File: src/pfn_pkg.sv
// pfn_pkg: shared widths and the queue entry type for the polygon face normal core.
// No dependencies.
`timescale 1ns / 1ps
package pfn_pkg;
   localparam int CfgWidth      = 40;
   localparam int NrmWidth      = 16;
   localparam int DefMaxVerts   = 256;
   localparam int DefPosWidth   = 24;
   localparam logic [CfgWidth-1:0] CfgReset = 40'd1126;
   localparam int SumWidth      = 60;
   localparam int CrossWidth    = 52;
   localparam int FracDivBits   = 16;

   typedef struct packed {
      logic signed [DefPosWidth-1:0] x;
      logic signed [DefPosWidth-1:0] y;
      logic signed [DefPosWidth-1:0] z;
      logic                          first;   // opens a polygon
      logic                          tri_ok;  // forms a fan triangle
      logic                          take;    // vertex within the count limit
      logic                          last;
      logic                          too_few;
      logic                          too_many;
   } pfn_entry_type;
endpackage

File: src/pfn_front.sv
// pfn_front: accepts vertices, counts them per polygon and classifies each.
// Depends on pfn_pkg.
`timescale 1ns / 1ps
module pfn_front #(
   parameter int MAX_VERTICES = pfn_pkg::DefMaxVerts,
   parameter int POS_WIDTH    = pfn_pkg::DefPosWidth
) (
   input  logic                        clock,
   input  logic                        reset,
   input  logic                        in_valid,
   output logic                        in_stall,
   input  logic [POS_WIDTH-1:0]        in_x,
   input  logic [POS_WIDTH-1:0]        in_y,
   input  logic [POS_WIDTH-1:0]        in_z,
   input  logic                        in_last,
   output logic                        q_valid,
   input  logic                        q_stall,
   output pfn_pkg::pfn_entry_type      q_entry
);
   import pfn_pkg::*;
   localparam int CntW = $clog2(MAX_VERTICES + 2);

   logic [CntW-1:0] count_ff, count_in, cnt_new;
   logic            acc;
   pfn_entry_type   ent;

   // two-entry queue
   pfn_entry_type   q_ff [2];
   logic [1:0]      fill_ff;
   logic            rd_ptr_ff, wr_ptr_ff;

   assign in_stall = (fill_ff == 2'd2);
   assign acc      = in_valid && !in_stall;

   always_comb begin
      ent.x = DefPosWidth'($signed(in_x));
      ent.y = DefPosWidth'($signed(in_y));
      ent.z = DefPosWidth'($signed(in_z));
      ent.take   = (count_ff < CntW'(MAX_VERTICES));
      ent.first  = (count_ff == '0);
      ent.tri_ok = ent.take && (count_ff >= CntW'(2));
      ent.last   = in_last;
      cnt_new    = ent.take ? count_ff + 1'b1 : CntW'(MAX_VERTICES + 1);
      ent.too_few  = (cnt_new < CntW'(3));
      ent.too_many = (cnt_new > CntW'(MAX_VERTICES));
      count_in = count_ff;
      if (acc) count_in = in_last ? '0 : cnt_new;
   end

   assign q_valid = (fill_ff != 2'd0);
   assign q_entry = q_ff[rd_ptr_ff];

   always_ff @(posedge clock) begin
      if (reset) begin
         count_ff  <= '0;
         fill_ff   <= '0;
         rd_ptr_ff <= 1'b0;
         wr_ptr_ff <= 1'b0;
      end else begin
         count_ff <= count_in;
         if (acc) wr_ptr_ff <= !wr_ptr_ff;
         if (q_valid && !q_stall) rd_ptr_ff <= !rd_ptr_ff;
         fill_ff <= fill_ff + {1'b0, acc} - {1'b0, q_valid && !q_stall};
      end
      if (acc) q_ff[wr_ptr_ff] <= ent;
   end
endmodule

File: config.mk
export PLATFORM = sky130hd
export DESIGN_NAME = pfn_front
export DESIGN_NICKNAME = d
export VERILOG_FILES = /design/src/pfn_pkg.sv /design/src/pfn_front.sv
export SDC_FILE = /design/constraint.sdc
export NUM_CORES = 1
export LEC_CHECK = 0
export BUFFER_PORTS_ARGS = -buffer_cell sky130_fd_sc_hd__buf_2
export CORE_MARGIN = 5
export CORE_UTILIZATION = 26
export DETAILED_ROUTE_END_ITERATION = 12
export GPL_TIMING_DRIVEN = 0
export HOLD_SLACK_MARGIN = 0.02
export PLACE_DENSITY = 0.47
export SETUP_SLACK_MARGIN = 0.4
export SLEW_MARGIN = 5
export SYNTH_ARGS = -nofsm -noshare
export SYNTH_HDL_FRONTEND = slang
export SYNTH_SLANG_ARGS = --single-unit
File: constraint.sdc
create_clock -name clock -period 7.15 [get_ports clock]
set_clock_uncertainty 0.05 [all_clocks]
set_input_delay 1.43 -clock clock [delete_from_list [all_inputs] [get_ports clock]]
set_output_delay 1.43 -clock clock [all_outputs]
set_load 0.02 [all_outputs]
# --- Word level (Yosys, flattened, before mapping) ---
# Memory sizes are Yosys's and may differ from the RTL's. A register that Yosys moved wholly into a read port is not among the register bits.
# Cells that the tools add are included.
totals:
  wordCells: 28
  inputBits: 77
  romBits: 0
  memories: 1
  ram_bits: 156
  latchBits: 0
  ff_bits: 13
classes:
  n_mul: 0
  n_bitwise: 0
  mux: 6
  addsub: 3
  n_div: 0
  reduce_logical: 9
  n_shift: 0
  magnitude_cmp: 4
  n_eq_ne: 1
memory_table:
  columns: ["memory", "depth", "width", "rd", "rd_ports_with_merged_regs", "wr", "line_no", "text"]
  rows:
  - ["q_ff", 2, 78, 1, 1, 1, "pfn_front.sv:28", "pfn_entry_type q_ff [2];"]
ops:
  columns: ["operator", "n"]
  rows:
  - ["$mux W9", 2]
  - ["$add A9 B1 Y9 const B", 1]
  - ["$ge A9 B2 Y1 const B", 1]
  - ["$gt A9 B9 Y1 const B", 1]
  - ["$logic_not A9 Y1", 1]
  - ["$lt A9 B2 Y1 const B", 1]
  - ["$lt A9 B9 Y1 const B", 1]
  - ["$logic_not A1 Y1", 4]
  - ["$mux W1", 4]
  - ["$logic_and A1 B1 Y1", 3]
  - ["$add A2 B1 Y2", 1]
  - ["$eq A2 B2 Y1 const B", 1]
  - ["$reduce_bool A2 Y1", 1]
  - ["$sub A2 B1 Y2", 1]

# --- Logic depth before layout (Yosys ltp) ---
# Gate-level depths: netlist of the first run.
logic_depth:
  word_depth: 5
  mapped_depth: 8
  depth_no_buf: 8

# --- Least setup slack after synthesis of the first run ---
# OpenSTA, ideal clock, no wires.
synth_path:
  path_kind: "input to register"
  start: "input port in_valid"
  end: "memory q_ff[0][0] in the netlist's numbering, enable pin"
  required_ns: 6.585
  setup_slack_ns: 1.735
  cell_stages: 2
  arrival_ns: 4.850
  n_path_buf: 0
  path_cell_list: "nand2_1 -> nor2_1"
synth_via:
  elab_chain_cells: 3
synth_lines:
  columns: ["element", "line_no", "text"]
  rows:
  - ["from (decl)", "pfn_front.sv:10", "input logic in_valid,"]
  - ["$logic_and A1 B1 Y1", "pfn_front.sv:33", "assign acc = in_valid && !in_stall;"]
  - ["$mux W1", "pfn_front.sv:65", "if (acc) q_ff[wr_ptr_ff] <= ent;"]
  - ["$mux W1 (not written as such)", "pfn_front.sv:65", null]
  - ["to (decl)", "pfn_front.sv:28", null]
# No other way between the ends.

==> results of run 1 <==
registers in the layout (all words and copies together), names as in the netlist, named ones only:
| register | flops |
|---|---|
| fill_ff | 2 |
| q_ff | 156 |
| wr_ptr_ff | 1 |
| count_ff | 9 |
| rd_ptr_ff | 1 |
critical path: cells and delay by family, from the launching register on:
family | cells | cell delay, ns
buffers and inverters | 4 | 1.28
DFF | 1 | 0.31
muxes | 1 | 0.38
kinds of logic (layout without fill, tap and decap cells):
group	after synthesis	count (layout)	synth area share, %
AOI/OAI and AO/OA	26	26	2.540
xor gates and xnor gates	5	5	0.6785
adders and majority gates	4	4	0.7755
buffers and inverters	20	211	1.454
DFF	170	170	76.93
muxes	78	78	13.61
and+or+nand+nor	44	44	4.013
per-stage QoR:
step,utilization [%],hold WS (ns),cell area [um2],TNS [ns],total power [W]
2_1_floorplan,-,0.4313,6454,0,0.001886
3_3_place_gp,31.32,0.4531,7640,-55.76,0.002182
3_5_place_dp,31.65,0.4574,7720,0,0.002191
4_1_cts,34.07,0.4741,8309,0,0.003127
5_1_grt,34.07,0.4992,8309,0,0.003224
6_report,34.07,0.4689,8309,0,0.003060
cells in the mapped netlist (all sizes together), types with 2 or more instances:
master and instances:
clkbuf 8, mux2 78, nand2 4, ha 4, a31oi 3, or2 3
nor2 12, a21oi 11, nand3 4, dfxtp 14, or3b 3, xnor2 4
nor2b 2, or3 3, nand4 3, edfxtp 156, inv 7, o21ai 6
buf 5, and3 5
metal layers:
| metal | part of all wire, % | wire length, um |
|---|---|---|
| met1 | 41 | 5636 |
| met2 | 52 | 7151 |
| met3 | 5.0 | 675 |
| met5 | 0.051 | 7 |
| met4 | 1.2 | 165 |
worst min-delay path by stage:
| stage | start | to | slack [ns] | cells past startpoint |
|---|---|---|---|---|
| final | rd_ptr_ff$_SDFFE_PP0P_ | rd_ptr_ff$_SDFFE_PP0P_ | 0.47 | 2 |
| after global routing | rd_ptr_ff$_SDFFE_PP0P_ | rd_ptr_ff$_SDFFE_PP0P_ | 0.50 | 2 |
| after floorplan | rd_ptr_ff$_SDFFE_PP0P_ | flip-flop | 0.43 | 2 |
| after detailed placement | rd_ptr_ff$_SDFFE_PP0P_ | rd_ptr_ff$_SDFFE_PP0P_ | 0.46 | 2 |
| after CTS | rd_ptr_ff$_SDFFE_PP0P_ | rd_ptr_ff$_SDFFE_PP0P_ | 0.47 | 2 |
| after global placement | rd_ptr_ff$_SDFFE_PP0P_ | rd_ptr_ff$_SDFFE_PP0P_ | 0.45 | 2 |
report_power, final:
part / leakage (nW) / total, W / switching, W / internal, W
Clock: 0.287 / 0.000920 / 0.000394 / 0.000525
Combinational: 1.19 / 0.000845 / 0.000514 / 0.000331
Sequential: 1.56 / 0.00129 / 0.0000333 / 0.00126
final cells by class:
class                      instances  area share [%]
clock buffer                      19           5.210
tap                              324           4.879
buffer                            13          0.8131
clock inverter                    13           1.882
timing repair buffer             159           10.21
sequential                       170           59.75
inverter                           7          0.3162
multi-input combinational        157           16.94
cells in the final DEF (no fill, tap or decap), types with 2 or more instances in the layout:
master | netlist | layout
and3_1 | 4 | 3
or3b_2 | 3 | 3
ha_1 | 4 | 4
nand4_1 | 3 | 3
o21ai_0 | 6 | 6
dfxtp_1 | 14 | 14
inv_1 | 7 | 7
bufinv_16 | 0 | 2
or3_1 | 3 | 3
nand2_1 | 4 | 4
buf_2 | 3 | 159
buf_6 | 2 | 2
buf_12 | 0 | 2
inv_8 | 0 | 2
or2_2 | 3 | 3
clkbuf_1 | 8 | 10
nand3_1 | 4 | 4
clkinv_4 | 0 | 3
inv_6 | 0 | 4
edfxtp_1 | 156 | 156
mux2_2 | 78 | 78
nor2_1 | 12 | 11
a21oi_1 | 11 | 11
xnor2_1 | 4 | 4
clkbuf_16 | 0 | 17
a31oi_1 | 3 | 3
nor2b_1 | 2 | 2
==> results.toml, run 1 <==
[status]
status = "complete, no violations"

[sta]
finalHoldViolations = 0
slew_viol_final = 0
period_minus_slack_ns = 3.874
fmax_mhz = 258.1
finalSetupViolCount = 0
rsz0062_at_grt = "false"
tightest_slew_ns = 0.8860
setup_ws_ns = 3.276
fin_crit_sh_pct = 54.18
max-slew-margin-rel_pct = 40.79

[clock_network]
clk_latency_ns = 0.42
cts_buffer_depth = 2
cts_setup_buffers = 0
ctsHtreeMaxLevel = 4
clk_pin_slew_ns = 0.07
clock-sinks = 170
hold_buffers = 0
cts_resized = 0
root_buffer = "clkbuf_16"
cts_tree = "done"
cts_buffers = 17

[worst_setup_path]
critical_path_class = "reg2out"
worstRegToRegCells = 5
crit_fanout = 10
endpoint = "q_entry[69]"
slowest_delay_ns = 0.42
required_ns = 5.67
start_kind = "flip-flop"
cp.arrival_ns = 2.39
r2r_setup_slack_ns = 4.73
end_kind = "primary output"
cp_common_cell = "buf_2"
cp_cell_sequence = "clkbuf_1 > buf_2 > buf_2 > mux2_2 > buf_2"
cpMaxStageDelayCell = "clkbuf_1"
r2r-start = "fill_ff[0]$_SDFF_PP0_"
rr_endpoint = "q_ff[0][68]$_DFFE_PP_"

[cells_and_area]
seq_area_um2 = 4965
nets = 606
multi_input_area_um2 = 1408
stdcell_count = 862
drive_above_1_share_pct = 52.79
syn_to_final_growth_pct = 28.75
fillers = 2416
n_antenna_cell = 0

[die]
fp-row-count = 57
ioPinCount = 157
chipWidth_um = 167.6
core_area_um2 = 24390
die_area_um2 = 28070
die_height_um = 167.6
start_util_pct = 26.46

[detailed_routing]
drt-pass1-iter-count = 4
wl_um = 13640
vias_per_cell = 4.155
drtIter0Drc = 200
postRouteAntennaNets = 0
drc = 0
vias = 3582
post_drt_wl_per_cell_um = 15.82

[global_routing]
grt_max_degree = 54
grt.busiest_layer = "met2"
grt_pass1_vias = 3958
use_met3_pct = 3.277
overflow = 0
grtUsageMet1_pct = 11.28
grt_antenna_before_repair = 1
grt_util_all_layers_pct = 9.756
grt_pass1_wl_um = 21370
met2_usage_pct = 17.08

[power]
cellLeakagePower_nw = 3.033
powerDensity_nw_per_um2 = 368.2
ir_drop_mv = 0.1362

[synth]
yosys_register_bits = 170
synth-edff-count = 156
synth_area_leaders = "edfxtp_1, mux2_2, dfxtp_1"
synth-seq-area-share_pct = 76.93
async_flop_share_pct = 0
yosys.area.top_type_share_pct = 72.59
ys_warn_count = 0
ys_types = 34
synthesis.nets = 428
yosys.area.top_type = "edfxtp_1"
ys.flop_type = "edfxtp_1"
postSynthCellCount = 347
synth_area_um2 = 6454
synth.avg_cell_area_um2 = 18.60

[placed_design]
pre_cts_ws_ns = 3.621
place_inst = 830
place_congestion = 0.7479
io_buffers = 156
hpwl_um = 9419

[run]
cap_violations = 0

[hold_path]
hold_class = "reg2reg"
(Power assumes the default switching activity.)
==> run 2: changes to the inputs <==
Clock period 7.15 ns to 3.6 ns, I/O delays scaled along.
==> results.toml, run 2 (synthesis gave the netlist of run 1 again) <==
[die]
die_area_um2 = 28070
chipWidth_um = 167.6
fp-row-count = 57
core_area_um2 = 24390
start_util_pct = 26.46
ioPinCount = 157
die_height_um = 167.6

[clock_network]
clock-sinks = 170
clk_latency_ns = 0.41
cts_tree = "done"
clk_pin_slew_ns = 0.07
cts_buffer_depth = 2
cts_setup_buffers = 0
ctsHtreeMaxLevel = 4
root_buffer = "clkbuf_16"
cts_buffers = 17

[worst_setup_path]
end_kind = "primary output"
rr_endpoint = "q_ff[0][67]$_DFFE_PP_"
critical_path_class = "reg2out"
endpoint = "q_entry[64]"
cp.arrival_ns = 2.21
required_ns = 2.83
r2r-start = "fill_ff[0]$_SDFF_PP0_"
worstRegToRegCells = 5
crit_fanout = 10
r2r_setup_slack_ns = 1.69
start_kind = "flip-flop"

[power]
ir_drop_mv = 0.3106
powerDensity_nw_per_um2 = 723.6
cellLeakagePower_nw = 3.031

[cells_and_area]
nets = 607
largest-register = "q_ff"
final_common_cell = "buf_2"
layout_common_cells = "buf_2, edfxtp_1, mux2_2"
syn_to_final_growth_pct = 28.60
n_antenna_cell = 0
top_regs = "q_ff (156), count_ff (9), fill_ff (2)"
largest_register_ffs = 156
stdcell_count = 863
drive_above_1_share_pct = 53.06

[detailed_routing]
vias_per_cell = 4.147
drt-pass1-iter-count = 4
post_drt_wl_per_cell_um = 16.18
postRouteAntennaNets = 0
drc = 0
wl_um = 13960
drtIter0Drc = 164
vias = 3579

[sta]
fmax_mhz = 335.5
finalHoldViolations = 0
fin_crit_sh_pct = 82.79
period_minus_slack_ns = 2.981
setup_ws_ns = 0.6194
slew_viol_final = 0
tightest_slew_ns = 0.6279
rsz0062_at_grt = "false"
max-slew-margin-rel_pct = 58.14
worst_hold_slack_ns = 0.4425
finalSetupViolCount = 0

[placed_design]
pre_cts_ws_ns = 0.6771
hpwl_um = 9613
place_congestion = 0.7710
place_inst = 831
io_buffers = 156

[status]
status = "complete, no violations"

[global_routing]
grt_max_degree = 49
grt_pass1_vias = 3947
overflow = 0
grt_antenna_before_repair = 0
grt_util_all_layers_pct = 9.865
grt_pass1_wl_um = 21620

[hold_path]
hold_class = "in2reg"

[run]
cap_violations = 0
[run 2: cell types whose count changed in the layout (fill, tap and decap cells not counted), sizes merged]
cell,previous run,this run
inv,13,11
clkinv,4,7
bufinv,2,1
buf,164,165
clkbuf,27,26
clkinvlp,1,2
[run 2: worst min path at each step]
stage / end / start / slack, ns / cells after the start
final: q_ff[1][15]$_DFFE_PP_ / in_z[9] / 0.44 / 1
after global placement: rd_ptr_ff$_SDFFE_PP0P_ / rd_ptr_ff$_SDFFE_PP0P_ / 0.45 / 2
after floorplan: flip-flop / rd_ptr_ff$_SDFFE_PP0P_ / 0.43 / 2
after detailed placement: flip-flop / rd_ptr_ff$_SDFFE_PP0P_ / 0.45 / 2
after global routing: q_ff[1][56]$_DFFE_PP_ / in_x[2] / 0.41 / 1
after CTS: q_ff[0][15]$_DFFE_PP_ / in_z[9] / 0.41 / 1
[run 2: report_power, final]
| group | leakage [nW] | internal, W | switching [W] | total, W |
|---|---|---|---|---|
| combinational | 1.20 | 0.000674 | 0.00103 | 0.00171 |
| clock | 0.269 | 0.000956 | 0.000767 | 0.00172 |
| sequential | 1.56 | 0.00251 | 0.0000687 | 0.00257 |
[run 2: critical path, cell delays in order (launching register included)]
cell	delay [ns]
dfxtp_1	0.31
clkbuf_2	0.23
buf_2	0.32
buf_2	0.38
mux2_2	0.38
buf_2	0.17
[run 2: layout make-up]
cell class,instances,area (um2)
inverters,7,26.28
clock buffers,18,429.2
plain buffers,13,68.82
fillers,2378,16090
well taps,324,405.4
flip-flops and latches,170,4965
multi-input cells,157,1408
repair buffers,160,875.8
clock inverters,14,121.4
[run 2: routing by layer]
layer | GRT usage [%] | vias up | share of wire (%)
met2 | 16.44 | 83 | 50
met1 | 12.39 | 1779 | 45
met3 | 3.088 | 10 | 4.3
met5 | 0 | - | 0
li1 | - | 1707 | -
met4 | 2.858 | 0 | 0.95
[run 2: stage by stage]
stage | utilization (%) | power [W] | instance area, um2 | TNS [ns]
floorplan | - | 0.003733 | 6461 | 0
global placement | 31.35 | 0.004314 | 7647 | -58.28
detailed placement | 31.76 | 0.004379 | 7747 | 0
CTS | 34.03 | 0.006143 | 8299 | 0
global route | 34.03 | 0.006329 | 8299 | 0
finish | 34.03 | 0.006005 | 8299 | 0
[run 2: repair_timing]
item	4_1_cts	5_1_grt
hold buffers	0	0
gates resized for setup	1	0
endpoints found under the setup margin	20	0
endpoints found under the hold margin	0	0
==> run 3: changes to the inputs <==
Settings changed: ABC_AREA set to 1, PLACE_DENSITY 0.47 to 0.48.
Clock period 3.6 ns to 2.39 ns, I/O delays scaled along.
==> results.toml, run 3 <==
[status]
status = "complete, no violations"

[die]
chipWidth_um = 168.9
core_area_um2 = 25040
die_height_um = 168.9
fp-row-count = 58
ioPinCount = 157
start_util_pct = 26.21
die_area_um2 = 28520

[detailed_routing]
vias = 3877
drt-pass1-iter-count = 6
drc = 0
wl_um = 14840
drtIter0Drc = 195
vias_per_cell = 4.242
postRouteAntennaNets = 0
post_drt_wl_per_cell_um = 16.24

[clock_network]
ctsHtreeMaxLevel = 4
clock-sinks = 170
cts_buffer_depth = 2
clk_pin_slew_ns = 0.07
cts_tree = "done"
hold_buffers = 0
root_buffer = "clkbuf_16"
cts_buffers = 17
clk_latency_ns = 0.41

[cells_and_area]
layout_common_cells = "edfxtp_1, buf_2, buf_6"
top_regs = "q_ff (156), count_ff (9), fill_ff (2)"
nets = 652
largest-register = "q_ff"
syn_to_final_growth_pct = 41.77
drive_above_1_share_pct = 54.62
largest_register_ffs = 156
fillers = 2403
final_common_cell = "edfxtp_1"
n_antenna_cell = 0

[power]
cellLeakagePower_nw = 3.575
ir_drop_mv = 0.4223
p_total_w = 0.009480
powerDensity_nw_per_um2 = 1019

[worst_setup_path]
cp_common_cell = "clkbuf_16"
cp_cell_sequence = "clkbuf_16 > buf_12 > clkbuf_16 > mux2_4 > buf_6"
end_kind = "primary output"
slowest_delay_ns = 0.34
cp.arrival_ns = 1.65
critical_path_class = "reg2out"
cpMaxStageDelayCell = "dfxtp_2"
crit_fanout = 7
start_kind = "flip-flop"
required_ns = 1.86

[sta]
setup_ws_ns = 0.2109
fin_crit_sh_pct = 91.17
tightest_slew_ns = 0.5340
finalHoldViolations = 0
setup_tns_ns = 0
period_minus_slack_ns = 2.179
slew_viol_final = 0
rsz0062_at_grt = "true"
finalSetupViolCount = 0
fmax_mhz = 458.9
max-slew-margin-rel_pct = 64.32

[synth]
ys_warn_count = 0
ys_types = 31
synth-edff-count = 156
synthesis.nets = 461
yosys.area.top_type = "edfxtp_1"
async_flop_share_pct = 0
synth.avg_cell_area_um2 = 17.27
yosysMostFrequentCell = "edfxtp_1"
netlist_top_cells_count = "edfxtp_1, mux2_2, nand2_1"
synth_area_um2 = 6563
postSynthCellCount = 380
synth_area_leaders = "edfxtp_1, mux2_2, dfxtp_1"
synth-seq-area-share_pct = 75.65
yosys.area.top_type_share_pct = 71.38
yosys_register_bits = 170
ys.flop_type = "edfxtp_1"

[global_routing]
grt_pass1_wl_um = 22980
grt_max_degree = 29
overflow = 0
grt_antenna_before_repair = 0
grt_util_all_layers_pct = 10.41
grt_pass1_vias = 4144

[run]
cap_violations = 0

[placed_design]
pre_cts_ws_ns = 0.1752
io_buffers = 156
hpwl_um = 9997
place_congestion = 0.7971

[hold_path]
hold_class = "in2reg"
-- run 3: cell count changes after synthesis, moves of 4 or more --
| cell | before | now |
|---|---|---|
| mux2_2 | 78 | 58 |
| xnor2_1 | 4 | 0 |
| inv_1 | 7 | 15 |
| nand3_2 | 0 | 4 |
| nor2_1 | 12 | 16 |
| o21ai_0 | 6 | 0 |
| nand2_1 | 4 | 31 |
| nand2_2 | 0 | 5 |
| nor2_2 | 0 | 4 |
| mux2_1 | 0 | 20 |
| clkbuf_1 | 8 | 2 |
| inv_2 | 0 | 4 |
-- run 3: where the power goes --
part | internal (W) | switching [W] | total, W
registers | 0.00369 | 0.000103 | 0.00379
clock network | 0.00146 | 0.00121 | 0.00267
logic | 0.00156 | 0.00146 | 0.00302
total | 0.00671 | 0.00277 | 0.00948
-- run 3: metal layers --
| metal | track usage (%) | part of all wire, % |
|---|---|---|
| met1 | 13.23 | 44 |
| met2 | 17.23 | 50 |
| met3 | 2.919 | 5.5 |
| met4 | 3.387 | 1.0 |
| met5 | 0 | 0 |
-- run 3: final cells by class --
| type | instances | area (um2) | area share, % |
|---|---|---|---|
| Sequential cell | 170 | 4966 | 53.38 |
| Multi-Input combinational cell | 177 | 1642 | 17.64 |
| Timing Repair Buffer | 172 | 1446 | 15.55 |
| Clock buffer | 18 | 429.2 | 4.613 |
| Tap cell | 330 | 412.9 | 4.438 |
| Buffer | 13 | 193.9 | 2.084 |
| Clock inverter | 14 | 137.6 | 1.479 |
| Inverter | 20 | 76.32 | 0.8203 |
-- run 3: cells by family after synthesis --
| logic type | Yosys count | share of synthesized area [%] |
|---|---|---|
| XOR/XNOR | 1 | 0.1335 |
| multiplexers | 78 | 13.38 |
| adder cells (fa/ha/maj) | 4 | 0.7627 |
| flip-flops | 170 | 75.65 |
| buffers and inverters | 33 | 2.478 |
| AND/OR/NAND/NOR | 81 | 6.406 |
| AO/OA/AOI/OAI | 13 | 1.182 |
-- run 3: final timing paths --
kind / start / end / slack [ns] / cells past startpoint
max: flip-flop / q_entry[68] / 0.21 / 5
min: in_x[5] / q_ff[1][59]$_DFFE_PP_ / 0.20 / 1
min reg2reg: count_ff[5]$_SDFFE_PP0P_ / count_ff[5]$_SDFFE_PP0P_ / 0.44 / 2
max reg2reg: fill_ff[0]$_SDFF_PP0_ / q_ff[0][59]$_DFFE_PP_ / 0.52 / 5
-- run 3: repair_timing --
| action | CTS | global route |
|---|---|---|
| endpoints found under the setup margin | 78 | 79 |
| endpoints found under the hold margin | 0 | 0 |
| setup buffers | 4 | 1 |
| gates cloned | 3 | 2 |
| gates resized for setup | 94 | 92 |
-- run 3: worst max-delay path: cells and delay by family, from the launching register on --
family	cells	cell delay (ns)
buf+inv	4	0.59
flops	1	0.34
mux	1	0.30
-- run 3: per-stage QoR --
step | std cells | hold slack (ns) | area [um2] | utilization, %
after global placement | 866 | 0.4257 | 7785 | 31.09
after global routing | 914 | 0.1690 | 9304 | 37.16
after detailed placement | 872 | 0.4256 | 7920 | 31.63
after CTS | 911 | 0.1700 | 8950 | 35.75
final | 914 | 0.1987 | 9304 | 37.16
after floorplan | 380 | 0.4066 | 6591 | -
